--- src/hdl/iidl_pkg.sv ---
`default_nettype none

package iidl_pkg;

  localparam int DEFAULT_CAPACITY = 64;
  localparam int POS_W            = 7;
  localparam int DATA_W           = 32;
  localparam int GROUP_SIZE       = 8;

  typedef enum logic [1:0] {
    REQ_INSERT = 2'd0,
    REQ_GET    = 2'd1,
    REQ_DELETE = 2'd2,
    REQ_CLEAR  = 2'd3
  } req_t;

  typedef enum logic [1:0] {
    STAT_OK      = 2'd0,
    STAT_BAD_POS = 2'd1,
    STAT_FULL    = 2'd2
  } status_t;

  typedef enum logic [1:0] {
    ST_IDLE,
    ST_EXEC,
    ST_REDUCE
  } state_t;

  typedef struct packed {
    logic               ins;
    logic               del;
    logic [POS_W-1:0]   pos;
    logic [DATA_W-1:0]  wval;
  } cell_ctrl_t;

endpackage

`default_nettype wire

--- src/hdl/iidl_cell.sv ---
`default_nettype none

module iidl_cell #(
  parameter int INDEX = 0,
  parameter int CW    = iidl_pkg::POS_W
) (
  input  wire logic                        clk,
  input  wire iidl_pkg::cell_ctrl_t        ctrl,
  input  wire logic [iidl_pkg::DATA_W-1:0] lower_value,
  input  wire logic [iidl_pkg::DATA_W-1:0] upper_value,
  output logic      [iidl_pkg::DATA_W-1:0] value,
  output logic      [iidl_pkg::DATA_W-1:0] sel_value
);

  localparam logic [CW-1:0] IDX = CW'(INDEX);

  logic [CW-1:0] pos_ext;

  assign pos_ext   = CW'(ctrl.pos);
  assign sel_value = (pos_ext == IDX) ? value : '0;

  always_ff @(posedge clk) begin
    if (ctrl.ins) begin
      if (IDX == pos_ext) begin
        value <= ctrl.wval;
      end else if (IDX > pos_ext) begin
        value <= lower_value;
      end
    end else if (ctrl.del && (IDX >= pos_ext)) begin
      value <= upper_value;
    end
  end

endmodule

`default_nettype wire

--- config.mk ---
export PLATFORM = sky130hd
export DESIGN_NAME = iidl_cell
export DESIGN_NICKNAME = d
export VERILOG_FILES = /design/src/hdl/iidl_pkg.sv /design/src/hdl/iidl_cell.sv
export SDC_FILE = /design/constraint.sdc
export NUM_CORES = 1
export LEC_CHECK = 0
export ABC_CLOCK_PERIOD_IN_PS = 2800
export BUFFER_PORTS_ARGS = -buffer_cell sky130_fd_sc_hd__buf_4
export CORE_ASPECT_RATIO = 0.5
export CORE_MARGIN = 3
export CORE_UTILIZATION = 39
export DETAILED_ROUTE_END_ITERATION = 10
export PLACE_DENSITY = 0.8
export RECOVER_POWER = 100
export SYNTH_ARGS = -nofsm -noshare
export SYNTH_HDL_FRONTEND = slang
export SYNTH_SLANG_ARGS = --single-unit
export TNS_END_PERCENT = 20
--- constraint.sdc ---
create_clock -name clk -period 2.8 [get_ports clk]
set_input_delay 0.28 -clock clk [delete_from_list [all_inputs] [get_ports clk]]
set_output_delay 0.28 -clock clk [all_outputs]
set_load 0.01 [all_outputs]
==> Word level (Yosys, flattened, before mapping) <==
Cells that the tools add are included.
{ "op_classes": {"n_addsub": 0, "n_mul": 0, "div": 0, "magnitude_cmp": 2, "eq_ne": 1, "shift": 0, "mux": 5, "bitwise": 0, "reduce_logical": 4} }
{ "op_table": {"columns": ["operator", "n"], "rows": [
  ["2-to-1 mux 32 bit", 5],
  [">= comparator 1 x 7 -> 1 bit, first input constant", 1],
  ["> comparator 1 x 7 -> 1 bit, first input constant", 1],
  ["zero test 7 bit", 1],
  ["!= test 3 x 1 -> 1 bit, second input constant", 1],
  ["AND reduction 2 bit", 1],
  ["nonzero test 2 bit", 1],
  ["logical AND 1 bit", 1]
]} }
{ "word_totals": {"regBits": 32, "latchBits": 0, "ramBits": 0, "romBits": 0, "inputBits": 106, "out_inout_bits": 64, "elab_cells": 13, "memories": 0} }

==> Depth between registers and ports, before layout <==
{ "logic_depth": {"depth_word": 4, "mapped_depth": 5} }

==> Worst setup path before layout <==
OpenSTA, ideal clock, no wires.
{ "synth_path": {"path_kind": "input-to-reg", "start": "in ctrl[36] (netlist bit)", "end": "reg value[0] (netlist bit), enable pin", "arrival_ps": 1995, "t_required_ps": 2409, "slack_ps": 414, "stages": 5, "n_path_buf": 2, "cell_sequence": "or4_4 > buf_6 > nor2_8 > buf_8 > o21a_1"} }
{ "synth_between": {"elab_chain_len": 4} }
{ "synth_rtl": {"columns": ["element", "line", "rtl"], "rows": [
  ["start, declared", "iidl_cell.sv:8", "input wire iidl_pkg::cell_ctrl_t ctrl,"],
  [">= comparator 1 x 7 -> 1 bit", "iidl_cell.sv:29", "end else if (ctrl.del && (IDX >= pos_ext)) begin"],
  ["logical AND 1 bit", "iidl_cell.sv:29", null],
  ["nonzero test 2 bit (no line)", null, null],
  ["AND reduction 2 bit (no line) *", null, null],
  ["end signal, assigned", "iidl_cell.sv:25", "value <= ctrl.wval;"],
  ["end signal, assigned", "iidl_cell.sv:27", "value <= lower_value;"],
  ["end signal, assigned", "iidl_cell.sv:30", "value <= upper_value;"],
  ["end, declared", "iidl_cell.sv:11", "output logic [iidl_pkg::DATA_W-1:0] value,"]
]} }
Every way passes the cells marked *; elsewhere a longest branch is shown, timed or not.
A chain may end at the register's enable or synchronous reset.

==> Final worst setup path <==
{ "layout_path": {"start": "in ctrl[36] (netlist bit)", "end": "out sel_value[1] (netlist bit)"} }
{ "layout_between": {"elab_chain_len": 2} }
{ "layout_rtl": {"columns": ["element", "line", "rtl"], "rows": [
  ["zero test 7 bit", "iidl_cell.sv:20", "assign sel_value = (pos_ext == IDX) ? value : '0;"],
  ["2-to-1 mux 32 bit", "iidl_cell.sv:20", null],
  ["end, declared", "iidl_cell.sv:12", "output logic [iidl_pkg::DATA_W-1:0] sel_value"]
]} }
Every way passes these cells.

==> impl_results.md <==
- Status: completed
- Layout cells sized above 1: 32.2%
- Crit path time final: 2.30 ns
- DR vias: 2,417
- Peak VDD IR: 0.000198 V
- Longest Clk Path Bufs: 2
- Final net count: 485
- Final TNS setup: 0 ns
- Diodes inserted: 0
- Max reg flops: 32
- CP endpoint kind: output port
- Die Y: 57.7 um
- Area contributors post-synth: edfxtp_1 46%, and3_1 9.6%, a31oi_1 5.4%
- Met2 Use GR: 38.9%
- Clock network power share: 30.0%
- Logic pwr share: 20.8%
- Root buffer cell: clkbuf_8
- Via density: 5.38
- Die area: 6310 um^2
- FILL cells: 484
- Grt ovf: 0
- Post-synth top cells: 32 x and3_1, 32 x edfxtp_1, 22 x a21oi_1
- Core Region: 5040 um^2
- Grt peak-use layer: met2
- Worst EP required: 2.52 ns
- Ys async rst share: 0%
- Remaining antenna violation count: 0
- Slew Limit Fails: 0
- Post-DP HPWL: 5.34 mm
- Largest net degree at the start of global routing: 65
- Syn Area/Cell: 9.31 um^2
- DR WL/cell: 16.1 um
- I/O pin count: 170
- DR pass1 iterations: 5
- Largest regs: value: 32 flops
- Initial antenna violation count: 0
- Largest reg by FF count: value
- Syn Inst Count: 224
- Clk slew on worst S/H paths: 0.06 ns
- Synthesis-stage register bit count: 32
- Residual DRC count: 0
- Arrival time at the worst endpoint: 2.02 ns
- Worst-path cell chain: clkbuf_4 > nor4_1 > clkbuf_2 > and3_1 > clkbuf_1
- Reg power frac: 49.2%
- Max_cap viols: 0
- Number of flops mapped to enable cells by yosys: 32
- Switch Pwr: 0.253 mW
- Fmax: 435 MHz
- CTS resizes: 0
- Leading area contributor after synthesis: edfxtp_1
- # port buffers: 169
- Least-Margin Pin Slew: 1.10 ns
- Final Hold Violating Endpoints: 0
- Final setup fails: 0
- GRT met1 Usage: 24.3%
- Cts hold-fix bufs: 0
- Prevailing post-synth register cell: edfxtp_1
- Setup CP Type: primary input to output port
- Worst path slowest cell: clkbuf_2
- Setup crit start kind: primary input
- Total clock buffers created by CTS: 5
- Post-detailed-routing wire length: 7.24 mm
- CP startpoint: ctrl[36]
- Int Power: 0.835 mW
- Die X: 109 um
- Area growth, synth to finish: 51.8%
- Slack of the critical path: 0.500 ns
- Clk sink count: 32
- Gr usage total: 20.5%
- Slew headroom: 27.0%
- Cell Pwr Density: 344 nW/um^2
- Hold crit path type: primary input to flip-flop
- Initial Util: 41.3%
- Fin crit share: 82.2%
- Synth top area share: 46.1%
- Register area share after synthesis: 46.1%
- RSZ-0062 raised after global routing: false
- Worst hold start: upper_value[30]
- Synth Warn #: 0
- Initial detailed-routing violation count: 154
- Synth cell types: 23
- H-tree depth: 2
- Row cnt: 18
- Crit Path Max Fanout: 64
- CTS tree: done
- Placer's final routability congestion estimate: 0.871
- CP max stage delay: 0.88 ns
- Leakage power: 1.40 nW
- Post-synth net total: 330
- Post-CTS Setup Inserts: 0
- Sw Ratio: 23.3%
- First-pass GRT wire length: 10.3 mm
- Grt met3 use: 3.23%
- Synthesized area: 2090 um^2
- Vias in the first global route: 2,231
- Placement Setup Slack: 0.613 ns
cell type report:
class	count	area (um^2)	area share [%]
clock buffers	6	72.6	2.29
clock inverters	1	5.00	0.158
inverters	1	3.75	0.119
multi-input cells	166	983	31.1
flip-flops and latches	32	961	30.3
well taps	70	87.6	2.77
repair buffers	173	1050	33.3
worst max-delay path: cells and delay by family:
| kind | cells | cell delay, ns |
|---|---|---|
| and+or+nand+nor | 2 | 0.56 |
| buffers and inverters | 3 | 1.17 |
power by group through the flow:
stage | registers [mW] | clock network (mW) | logic, mW
after detailed placement | 0.545 | 0 | 0.230
after CTS | 0.535 | 0.327 | 0.231
after floorplan | 0.546 | 0 | 0.0925
final | 0.535 | 0.326 | 0.226
after global routing | 0.535 | 0.348 | 0.245
after global placement | 0.545 | 0 | 0.225
metal layers:
metal / wire length, um / up-vias
met5: 0 / -
met4: 95 / 0
met3: 550 / 12
met2: 3810 / 125
met1: 2780 / 1121
li1: - / 1159
worst paths after layout:
kind	endpoint	slack [ns]	depth (start not counted)
hold / removal	value[30]	0.30	2
setup / recovery	sel_value[1]	0.50	5
per-stage QoR:
| step | instances | hold slack, ns | instance area, um^2 | power [mW] | util, % |
|---|---|---|---|---|---|
| after CTS | 449 | 0.295 | 3430 | 1.09 | 67.9 |
| after floorplan | 224 | 0.495 | 2090 | 0.639 | - |
| final | 449 | 0.303 | 3170 | 1.09 | 62.8 |
| after detailed placement | 442 | 0.584 | 3350 | 0.776 | 66.4 |
| after global placement | 442 | 0.582 | 3350 | 0.770 | 66.4 |
| after global routing | 449 | 0.299 | 3170 | 1.13 | 62.8 |
placed cells by master, fill, tap and decap left out, types with 5 or more instances in the layout:
cell type,instances
a21oi_1,22
a221o_1,10
a31oi_1,18
and2_1,14
and3_1,32
buf_4,106
clkbuf_1,65
clkbuf_8,5
edfxtp_1,32
nand2_1,14
nand3_1,10
nor2_1,18
o21ai_0,18
kinds of logic after synthesis:
kind of cell           count (synthesis)  synth area share (%)
AO/OA/AOI/OAI                         73                  22.3
buffers and inverters                 26                  6.36
flip-flops                            32                  46.1
AND/OR/NAND/NOR                       93                  25.3
Power figures use the tool's default switching activity.
